$ cat src/design/tdisp_pkg.sv
// Package for the tile work dispatcher: action codes, sequencer states,
// table write-control struct and default sizes. No dependencies.
`timescale 1ns / 1ps

package tdisp_pkg;

  localparam int MAX_TILES_DEF = 64;
  localparam int PASS_BITS_DEF = 16;

  localparam int ACT_W   = 3;
  localparam int INDEX_W = 7;
  localparam int COUNT_W = 7;
  localparam int PASS_W  = 16;

  localparam logic [COUNT_W-1:0] TILE_COUNT_RESET = 7'd64;
  localparam logic [INDEX_W-1:0] NO_TILE          = 7'h7F;

  localparam logic [ACT_W-1:0] ACT_REQUEST    = 3'd0;
  localparam logic [ACT_W-1:0] ACT_DISABLE    = 3'd1;
  localparam logic [ACT_W-1:0] ACT_RESERVE    = 3'd2;
  localparam logic [ACT_W-1:0] ACT_ENABLE_ALL = 3'd3;
  localparam logic [ACT_W-1:0] ACT_CLEAR      = 3'd4;

  typedef enum logic [2:0] {
    ST_INIT,
    ST_IDLE,
    ST_SWEEP,
    ST_SCAN,
    ST_FINISH
  } state_t;

  typedef struct packed {
    logic rd_en;
    logic en_we;
    logic en_wdata;
    logic pass_we;
  } tbl_ctl_t;

endpackage

$ cat src/design/tile_work_dispatcher.sv
// Tile work dispatcher top level: sequencer, shared compare/update datapath.
// Uses tdisp_pkg and tdisp_table.
// Enable-all and clear add a table sweep over all MAX_TILES entries. One item at a time;
// the table scan (one entry per cycle through the read port) sets the rate.
// Reset: a pass over all MAX_TILES table entries that enables every tile and clears
// the pass words, in_ready low meanwhile.
`timescale 1ns / 1ps

module tile_work_dispatcher #(
  parameter int MAX_TILES = tdisp_pkg::MAX_TILES_DEF,
  parameter int PASS_BITS = tdisp_pkg::PASS_BITS_DEF
) (
  input  logic                                 clk,
  input  logic                                 rst,
  input  logic                                 cfg_we,
  input  logic [tdisp_pkg::COUNT_W-1:0]        cfg_wdata,
  input  logic                                 in_valid,
  output logic                                 in_ready,
  input  logic [tdisp_pkg::ACT_W-1:0]          action,
  input  logic signed [tdisp_pkg::INDEX_W-1:0] tile_index,
  input  logic [tdisp_pkg::PASS_W-1:0]         pass_number,
  output logic                                 out_valid,
  input  logic                                 out_ready,
  output logic signed [tdisp_pkg::INDEX_W-1:0] next_tile,
  output logic                                 all_done
);

  localparam int IDX_W = $clog2(MAX_TILES);
  localparam int CNT_W = $clog2(MAX_TILES + 1);
  localparam int CMP_W = (CNT_W > tdisp_pkg::INDEX_W) ? CNT_W : tdisp_pkg::INDEX_W;

  tdisp_pkg::state_t state, state_next;

  logic [tdisp_pkg::COUNT_W-1:0] tile_count;
  logic [CNT_W-1:0]              cnt;
  logic [IDX_W-1:0]              proc_i;
  logic                          proc_valid;
  logic                          found;
  logic [tdisp_pkg::INDEX_W-1:0] found_idx;
  logic                          all_acc;

  logic [tdisp_pkg::ACT_W-1:0]   act;
  logic                          idx_neg;
  logic [CMP_W-1:0]              idx_cmp;
  logic [PASS_BITS-1:0]          pass;

  logic [CMP_W-1:0]              tc_cmp;
  logic [CMP_W-1:0]              max_cmp;
  logic [CMP_W-1:0]              n_cmp;
  logic [CNT_W-1:0]              n;
  logic                          issue;
  logic                          sweep_last;
  logic                          accept;
  logic                          out_load;

  logic [PASS_BITS+tdisp_pkg::PASS_W-1:0] pass_ext;

  tdisp_pkg::tbl_ctl_t           ctl;
  logic [IDX_W-1:0]              wr_addr;
  logic [2*PASS_BITS-1:0]        pass_wdata;
  logic                          en_rdata;
  logic [2*PASS_BITS-1:0]        pass_rdata;

  logic [PASS_BITS-1:0]          res_rd, done_rd, res_new, done_new;
  logic [CMP_W-1:0]              proc_cmp;
  logic                          is_tgt, after_start, cand, done_low;

  tdisp_table #(
    .MAX_TILES (MAX_TILES),
    .PASS_BITS (PASS_BITS)
  ) u_table (
    .clk        (clk),
    .ctl        (ctl),
    .rd_addr    (cnt[IDX_W-1:0]),
    .wr_addr    (wr_addr),
    .pass_wdata (pass_wdata),
    .en_rdata   (en_rdata),
    .pass_rdata (pass_rdata)
  );

  // tiles in use = min(tile_count, MAX_TILES)
  assign tc_cmp     = CMP_W'(tile_count);
  assign max_cmp    = CMP_W'(MAX_TILES);
  assign n_cmp      = (tc_cmp < max_cmp) ? tc_cmp : max_cmp;
  assign n          = n_cmp[CNT_W-1:0];
  assign issue      = (cnt < n);
  assign sweep_last = (cnt == CNT_W'(MAX_TILES - 1));
  assign accept     = in_valid && in_ready;
  assign pass_ext   = {{PASS_BITS{1'b0}}, pass_number};

  // entry update for the tile coming out of the read port
  always_comb begin
    res_rd      = pass_rdata[2*PASS_BITS-1:PASS_BITS];
    done_rd     = pass_rdata[PASS_BITS-1:0];
    proc_cmp    = CMP_W'(proc_i);
    is_tgt      = !idx_neg && (proc_cmp == idx_cmp);
    after_start = idx_neg || (proc_cmp > idx_cmp);
    cand        = (act == tdisp_pkg::ACT_REQUEST) && !found && en_rdata &&
                  (res_rd < pass) && after_start;
    done_new    = ((act == tdisp_pkg::ACT_REQUEST) && is_tgt) ? pass : done_rd;
    if (cand) begin
      res_new = pass;
    end else if ((act == tdisp_pkg::ACT_RESERVE) && is_tgt) begin
      res_new = PASS_BITS'(1);
    end else begin
      res_new = res_rd;
    end
    done_low = (done_new < pass);
  end

  // next state
  always_comb begin
    state_next = state;
    case (state)
      tdisp_pkg::ST_INIT: begin
        if (sweep_last) state_next = tdisp_pkg::ST_IDLE;
      end
      tdisp_pkg::ST_IDLE: begin
        if (accept) begin
          if ((action == tdisp_pkg::ACT_ENABLE_ALL) || (action == tdisp_pkg::ACT_CLEAR)) begin
            state_next = tdisp_pkg::ST_SWEEP;
          end else begin
            state_next = tdisp_pkg::ST_SCAN;
          end
        end
      end
      tdisp_pkg::ST_SWEEP: begin
        if (sweep_last) state_next = tdisp_pkg::ST_SCAN;
      end
      tdisp_pkg::ST_SCAN: begin
        if (!issue && !proc_valid) state_next = tdisp_pkg::ST_FINISH;
      end
      tdisp_pkg::ST_FINISH: begin
        if (out_load) state_next = tdisp_pkg::ST_IDLE;
      end
      default: state_next = tdisp_pkg::ST_INIT;
    endcase
  end

  // sequencer outputs
  always_comb begin
    ctl        = '0;
    wr_addr    = proc_i;
    pass_wdata = {res_new, done_new};
    in_ready   = 1'b0;
    out_load   = 1'b0;
    case (state)
      tdisp_pkg::ST_INIT: begin
        ctl.en_we    = 1'b1;
        ctl.en_wdata = 1'b1;
        ctl.pass_we  = 1'b1;
        pass_wdata   = '0;
        wr_addr      = cnt[IDX_W-1:0];
      end
      tdisp_pkg::ST_IDLE: begin
        in_ready = 1'b1;
      end
      tdisp_pkg::ST_SWEEP: begin
        wr_addr    = cnt[IDX_W-1:0];
        pass_wdata = '0;
        if (act == tdisp_pkg::ACT_ENABLE_ALL) begin
          ctl.en_we    = 1'b1;
          ctl.en_wdata = 1'b1;
        end else begin
          ctl.pass_we = 1'b1;
        end
      end
      tdisp_pkg::ST_SCAN: begin
        ctl.rd_en = issue;
        if (proc_valid) begin
          ctl.pass_we  = 1'b1;
          ctl.en_we    = (act == tdisp_pkg::ACT_DISABLE) && is_tgt;
          ctl.en_wdata = 1'b0;
        end
      end
      tdisp_pkg::ST_FINISH: begin
        out_load = !out_valid || out_ready;
      end
      default: ;
    endcase
  end

  // control registers
  always_ff @(posedge clk) begin
    if (rst) begin
      state      <= tdisp_pkg::ST_INIT;
      tile_count <= tdisp_pkg::TILE_COUNT_RESET;
      cnt        <= '0;
      proc_valid <= 1'b0;
      found      <= 1'b0;
      all_acc    <= 1'b1;
      out_valid  <= 1'b0;
    end else begin
      state      <= state_next;
      proc_valid <= ctl.rd_en;
      if (cfg_we) tile_count <= cfg_wdata;
      case (state)
        tdisp_pkg::ST_INIT, tdisp_pkg::ST_SWEEP: begin
          cnt <= sweep_last ? '0 : cnt + CNT_W'(1);
        end
        tdisp_pkg::ST_IDLE: begin
          if (accept) begin
            cnt     <= '0;
            found   <= 1'b0;
            all_acc <= 1'b1;
          end
        end
        tdisp_pkg::ST_SCAN: begin
          if (issue) cnt <= cnt + CNT_W'(1);
          if (proc_valid) begin
            if (cand) found <= 1'b1;
            if (done_low) all_acc <= 1'b0;
          end
        end
        default: ;
      endcase
      if (out_load) begin
        out_valid <= 1'b1;
      end else if (out_ready) begin
        out_valid <= 1'b0;
      end
    end
  end

  // payload registers
  always_ff @(posedge clk) begin
    proc_i <= cnt[IDX_W-1:0];
    if (accept) begin
      act     <= action;
      idx_neg <= tile_index[tdisp_pkg::INDEX_W-1];
      idx_cmp <= CMP_W'(tile_index[tdisp_pkg::INDEX_W-2:0]);
      pass    <= pass_ext[PASS_BITS-1:0];
    end
    if ((state == tdisp_pkg::ST_SCAN) && proc_valid && cand) begin
      found_idx <= proc_cmp[tdisp_pkg::INDEX_W-1:0];
    end
    if (out_load) begin
      next_tile <= found ? found_idx : tdisp_pkg::NO_TILE;
      all_done  <= all_acc;
    end
  end

  a_proc_in_range: assert property (@(posedge clk) disable iff (rst)
    proc_valid |-> (CNT_W'(proc_i) < n))
    else $error("processed tile beyond tiles in use");

  a_found_only_request: assert property (@(posedge clk) disable iff (rst)
    (state == tdisp_pkg::ST_FINISH && found) |-> (act == tdisp_pkg::ACT_REQUEST))
    else $error("tile reserved by a non-request action");

  a_busy_after_accept: assert property (@(posedge clk) disable iff (rst)
    accept |=> !in_ready)
    else $error("input taken while an item is in work");

  a_result_loaded: assert property (@(posedge clk) disable iff (rst)
    out_load |=> (out_valid && state == tdisp_pkg::ST_IDLE))
    else $error("result not presented after finish");

  a_no_read_write_clash: assert property (@(posedge clk) disable iff (rst)
    (ctl.rd_en && ctl.pass_we) |-> (cnt[IDX_W-1:0] != wr_addr))
    else $error("table read and write at the same entry");

endmodule

$ cat src/design/tdisp_table.sv
// Tile table storage: enable bits and {reserved, done} pass words.
// One write and one registered read per cycle on each array. Uses tdisp_pkg.
`timescale 1ns / 1ps

module tdisp_table #(
  parameter int MAX_TILES = tdisp_pkg::MAX_TILES_DEF,
  parameter int PASS_BITS = tdisp_pkg::PASS_BITS_DEF
) (
  input  logic                         clk,
  input  tdisp_pkg::tbl_ctl_t          ctl,
  input  logic [$clog2(MAX_TILES)-1:0] rd_addr,
  input  logic [$clog2(MAX_TILES)-1:0] wr_addr,
  input  logic [2*PASS_BITS-1:0]       pass_wdata,
  output logic                         en_rdata,
  output logic [2*PASS_BITS-1:0]       pass_rdata
);

  logic                   en_mem   [MAX_TILES];
  logic [2*PASS_BITS-1:0] pass_mem [MAX_TILES];

  always_ff @(posedge clk) begin
    if (ctl.en_we) begin
      en_mem[wr_addr] <= ctl.en_wdata;
    end
    if (ctl.pass_we) begin
      pass_mem[wr_addr] <= pass_wdata;
    end
    if (ctl.rd_en) begin
      en_rdata   <= en_mem[rd_addr];
      pass_rdata <= pass_mem[rd_addr];
    end
  end

endmodule

$ cat config.mk
export PLATFORM = sky130hd
export DESIGN_NAME = tile_work_dispatcher
export DESIGN_NICKNAME = d
export VERILOG_FILES = /design/src/design/tdisp_pkg.sv /design/src/design/tile_work_dispatcher.sv /design/src/design/tdisp_table.sv
export SDC_FILE = /design/constraint.sdc
export NUM_CORES = 2
export LEC_CHECK = 0
export BUFFER_PORTS_ARGS = -buffer_cell sky130_fd_sc_hd__buf_2
export CAP_MARGIN = 20
export CORE_MARGIN = 3
export CORE_UTILIZATION = 40
export DETAILED_ROUTE_END_ITERATION = 8
export GPL_ROUTABILITY_DRIVEN = 0
export SETUP_SLACK_MARGIN = 0.5
export SYNTH_ARGS = -nofsm -noshare
export SYNTH_HDL_FRONTEND = slang
export SYNTH_SLANG_ARGS = --single-unit
export TNS_END_PERCENT = 20
$ cat constraint.sdc
create_clock -name clk -period 11.98 [get_ports clk]
set_input_delay 2.396 -clock clk [delete_from_list [all_inputs] [get_ports clk]]
set_output_delay 2.396 -clock clk [all_outputs]
set_load 0.02 [all_outputs]
; ---- After elaboration in Yosys (flattened, before gate mapping)
; Memories as Yosys holds them, arrays and structs flattened. A register that Yosys moved wholly into a read port is not among the register bits.
; Index checks and enable logic that the tools add are counted.
[totals]
output_inout_bits = 10
wordCells = 111
ff_bits = 67
inputBits = 38
ramBits = 2112
mem_count = 2
[memory_table]
columns = memory, words, word_bits, rd, rd_ports_with_merged_regs, write_ports, line
row1 = u_table.pass_mem, 64, 32, 1, 1, 1, tdisp_table.sv:19  ; logic [2*PASS_BITS-1:0] pass_mem [MAX_TILES];
row2 = u_table.en_mem, 64, 1, 1, 1, 1, tdisp_table.sv:18  ; logic en_mem [MAX_TILES];
[classes]
add_sub_neg = 1
n_eq_ne = 20
n_reduce_logical = 30
mux = 38
magnitude_cmp = 5
[op_table]
columns = cell, n
row1 = 2-to-1 mux 16 bit, 3
row2 = < comparator 16 bit, 2
row3 = 2-to-1 mux 32 bit, 1
row4 = 2-to-1 mux 7 bit, 4
row5 = one-hot mux 7 bit (3 select lines), 1
row6 = 2-to-1 mux 3 bit, 6
row7 = != test 2 bit (second input constant), 9
row8 = 2-to-1 mux 1 bit, 17
row9 = == test 3 x 2 -> 1 bit (second input constant), 5
row10 = one-hot mux 3 bit (5 select lines), 1
row11 = logical AND 1 bit, 12
row12 = one-hot mux 3 bit (3 select lines), 1
row13 = AND reduction 4 bit, 2
row14 = adder 7 x 1 -> 7 bit (second input constant), 1
row15 = == test 7 x 6 -> 1 bit (second input constant), 1
row16 = < comparator 7 bit, 1
row17 = < comparator 7 bit (second input constant), 1
row18 = == test 3 x 1 -> 1 bit (second input constant), 2
row19 = == test 3 bit (second input constant), 2
row20 = == test 6 bit, 1
row21 = greater-than comparator 6 bit, 1
row22 = zero test 3 bit, 2
row23 = 2-to-1 mux 6 bit, 1
row24 = zero test 1 bit, 5
row25 = other kinds (8), 12

; ---- Longest topological paths before layout
[logic_depth]
depth_word = 8
mapped_depth = 13
ltp_nobuf = 12

; ---- Cells and area by module
; Synthesis repeated with hierarchy kept, for this count alone.
[hier_totals]
hier_cells = 4001
area_unflattened_um2 = 85604.6
[by_module_without_submodules]
columns = module, area_each_um2, instances, cells_per_inst, seq_area_each_um2
row1 = tdisp_table, 81577.0, 1, 3566, 64411.8
row2 = tile_work_dispatcher, 4027.6, 1, 435, 1741.7

; ---- Worst setup path after synthesis
; No wires, ideal clock.
[synth_timing]
path_type = flip-flop to flip-flop
start = register act[2] in the netlist's numbering
end = memory u_table.pass_mem[0][26] in the netlist's numbering, data pin
stages_incl_launch_ff = 9
path_slack_ps = 7434
arrival_time_ps = 3982
required_time_ps = 11416
path_buffers = 2
setup_ps = 564
synth_period_minus_slack_ps = 4546
cell_sequence = edfxtp_1 > or3_4 > or4b_1 > a2111oi_1 > o21ai_1 > a31oi_1 > buf_6 > buf_12 > mux2i_1
[synth_via]
elab_chain_cells = 7
word_cells_on_any_way = 10
classes_between = 1 x eq/ne / 3 x mux / 6 x reduce/logical
[synth_lines]
columns = item, line
row1 = start: declaration, tile_work_dispatcher.sv:42  ; logic [tdisp_pkg::ACT_W-1:0] act;
row2 = start signal: assignment, tile_work_dispatcher.sv:229  ; act <= action;
row3 = zero test 3 bit, tile_work_dispatcher.sv:98  ; cand = (act == tdisp_pkg::ACT_REQUEST) && !found && en_rdata &&
row4 = logical AND 1 bit (3 in series), tile_work_dispatcher.sv:98
row5 = logical AND 1 bit, tile_work_dispatcher.sv:99  ; (res_rd < pass) && after_start;
row6 = 2-to-1 mux 16 bit (*), tile_work_dispatcher.sv:101  ; if (cand) begin
row7 = 2-to-1 mux 32 bit (*), tile_work_dispatcher.sv:147  ; case (state)
row8 = via pass_wdata[26], tile_work_dispatcher.sv:60  ; logic [2*PASS_BITS-1:0] pass_wdata;
row9 = end: declaration, tdisp_table.sv:19
; Mark *: on every way through the listed nets, which the timed path passes. The rest lies on a longest branch.

; ---- Worst setup path after layout
[layout_timing]
start = register cnt[0]
end = register u_table.pass_rdata[30], read port of u_table.pass_mem, data pin
[layout_via]
elab_chain_cells = 2
[layout_lines]
columns = item, line
row1 = start: declaration, tile_work_dispatcher.sv:35  ; logic [CNT_W-1:0] cnt;
row2 = start signal: assignment, tile_work_dispatcher.sv:199  ; cnt <= sweep_last ? '0 : cnt + CNT_W'(1);
row3 = start signal: assignment, tile_work_dispatcher.sv:209  ; if (issue) cnt <= cnt + CNT_W'(1);
row4 = < comparator 7 bit, tile_work_dispatcher.sv:86  ; assign issue = (cnt < n);
row5 = 2-to-1 mux 1 bit, tile_work_dispatcher.sv:147
row6 = end: declaration, tdisp_table.sv:15  ; output logic [2*PASS_BITS-1:0] pass_rdata
; Parallel ways exist; a longest one is shown, timed or not.
; A chain may end at the register's enable or synchronous reset.

==> impl_metrics.yaml <==
worst_setup_path:
  worstPathRequired_ps: 12540
  cp_slowest_cell: "dfxtp_4"
  max_stage_delay_ps: 860
  crit_path_max_fanout: 110
  worst_path_most_repeated_cell: "buf_12"
  rrSetupSlack_ps: 6660
  endpoint_kind: "flop"
  cp-start-kind: "flop"
  crit_arrival_ps: 5880
  startpoint: "cnt[0]"
  critPathKind: "reg -> reg"
  worstPathCellList: "buf_12 > buf_4 > buf_12 > mux4_2 > a22oi_1 > a21oi_1 > nor2_1 > o221ai_1"
  reg2reg_from: "cnt[0]"
run_status:
  status: "finished clean"
logic_synthesis:
  syn_avg_cell_area_um2: 21.7
  seq_area_frac_synth_pct: 77.6
  syn_nets: 4006
  synth_edf_count: 2185
  synth_top_area_share_pct: 76.9
  yosys_most_used_dff: "edfxtp_1"
  ys_ff_latch: 2212
  yosysUniqueCellTypes: 65
  async_reset_ff_share_pct: 0
  synth_top_area_cell: "edfxtp_1"
  postSynthCellCount: 3925
  synth.area.top_cells: "edfxtp_1 77%, mux4_2 14%, a22oi_1 1.1%"
  syn_area_mm2: 0.0853
  synth_warnings: 0
cts:
  clockBufferDepth: 3
  root_buffer: "clkbuf_16"
  cts-htree-levels: 4
  post_cts_buffers: 0
  clkLatencyLatePin_ps: 850
  path_clk_slew_ps: 60
  cts_buffers: 214
  postCtsResizedCells: 0
  cts_tree: "yes"
  cts_hold_buf: 0
  cts.sinks: 2212
die:
  boundaryPins: 48
  start_util_pct: 40.5
  core_area_mm2: 0.211
  fp.dieH_um: 468
  die_w_um: 468
  dieArea_mm2: 0.219
  rows: 168
power:
  power_mw: 15.6
  cellLeakagePower_nw: 26.8
  pwr_density_cell_mw_per_mm2: 161
  peakVddDrop_uv: 144
finish:
  layout-drive-gt1-share_pct: 26.8
  final_nets: 4209
  fillers: 17300
  area_growth_pct: 13.7
routing:
  num_vias: 42300
  drtIter0Drc: 5634
  drtAntennaViolNets: 0
  drc: 0
  via_per_inst: 5.95
  drt_pass1_iterations: 5
  detail_route.wl_per_cell_um: 32.2
  drt_wl_total_um: 229000
timing:
  skew_ps: 35.9
  relSlewSlack_pct: 21.8
  tightestPinTransition_ps: 1170
  setup_viol_count_final: 0
  holdWs_ps: 501
  rsz0062_at_grt: "false"
  max_freq_mhz: 188
  post-route-min-period_ps: 5320
  slew_violations: 0
  tns_ps: 0
  period_share_pct: 44.4
  finalHoldViolations: 0
grt:
  grt_pass1_wl_um: 323000
  grt_pass1_vias: 41900
  grtUsageTotal_pct: 20.9
  antenna_found_initial: 6
  grt_max_degree: 153
  grt_overflow: 0
job:
  cap_violations: 0
placed_design:
  dp_hpwl_um: 118000
  numPortBuffers: 47
worst_hold_path:
  hp-start: "found_idx[1]"
  worst_hold_path_type: "reg -> reg"
power breakdown:
group	internal [mW]	leakage, nW	switching, mW
Sequential	8.43	17.5	0.0283
Combinational	0.314	6.07	0.423
Clock	3.57	3.21	2.87
Total	12.3	26.8	3.32
stage by stage:
step	util (%)	cell area (um^2)	setup slack, ps	std cells
6_report	46.0	97000	6660	7119
2_1_floorplan	-	85300	7430	3925
3_5_place_dp	42.8	90100	6410	6709
5_1_grt	46.0	97000	6220	7114
3_3_place_gp	42.7	90100	6470	6707
4_1_cts	45.9	96800	6430	7103
flip-flops by register name, summed over array words and instances, names as in the netlist, 3 cells and up:
| register | cells |
|---|---|
| found_idx | 6 |
| state | 3 |
| act | 3 |
| u_table.pass_rdata | 32 |
| idx_cmp | 6 |
| tc_cmp | 7 |
| cnt | 7 |
| u_table.pass_mem | 2048 |
| u_table.en_mem | 64 |
| pass | 16 |
| next_tile | 7 |
| proc_i | 6 |
cell families (layout without fill, tap and decap cells):
group / Yosys count / in the layout / synth area share (%)
muxes: 610 / 610 / 15.0
adders and majority gates: 43 / 43 / 0.631
buffers and inverters: 246 / 627 / 1.28
AOI/OAI and AO/OA: 395 / 395 / 3.32
xor gates and xnor gates: 1 / 1 / 0.0103
other: 0 / 8 / 0
and+or+nand+nor: 418 / 418 / 2.21
DFF: 2212 / 2212 / 77.6
Yosys cell counts, drive strengths merged, types with 29 or more instances:
master and count:
buf 125, ha 43, mux2i 60, mux4 531, clkbuf 91, a22oi 122, nand2 88, nor2 198
a221oi 38, a22o 35, inv 29, a21oi 84, edfxtp 2185
placed cells by master (no fill, tap or decap), drive strengths merged, types with 27 or more instances in the layout:
cell type / synthesis / routed
clkinv: 1 / 102
nand2: 88 / 88
inv: 29 / 34
a21oi: 84 / 84
mux2i: 60 / 60
a221oi: 38 / 38
nor2: 198 / 198
buf: 125 / 203
a22oi: 122 / 122
ha: 43 / 43
dfxtp: 27 / 27
mux4: 531 / 531
clkbuf: 91 / 272
a22o: 35 / 35
edfxtp: 2185 / 2185
path summary, 6_finish.rpt:
kind,end,cells past startpoint
worst max register to register,u_table.pass_rdata[30],8
worst min-delay path,next_tile[1],1
worst max-delay path,u_table.pass_rdata[30],8
worst min register to register,next_tile[1],1
area by class of cell:
| cell class | count | area [um^2] | area share (%) |
|---|---|---|---|
| Antenna cell | 8 | 20.0 | 0.0206 |
| Inverter | 30 | 113 | 0.116 |
| Sequential cell | 2212 | 66200 | 68.2 |
| Clock inverter | 122 | 1010 | 1.04 |
| Tap cell | 2805 | 3510 | 3.62 |
| Timing Repair Buffer | 203 | 1660 | 1.71 |
| Clock buffer | 272 | 5620 | 5.79 |
| Multi-Input combinational cell | 1467 | 18900 | 19.5 |
routing by layer:
layer  global-route usage, %  vias up  share of wire, %
met4                    7.85        0               3.9
met3                    3.80      348               8.6
met1                    29.7    22900                40
li1                        -    17000                 -
met5                       0        -                 0
met2                    32.4     2129                47
worst max-delay path: cells and delay by family (launching register included):
family	cells	cell delay, ps
flip-flops	1	860
AO/OA/AOI/OAI	3	570
multiplexers	1	610
AND/OR/NAND/NOR	1	470
buffers and inverters	3	2160
No activity file was read; power rests on OpenSTA's default activity.
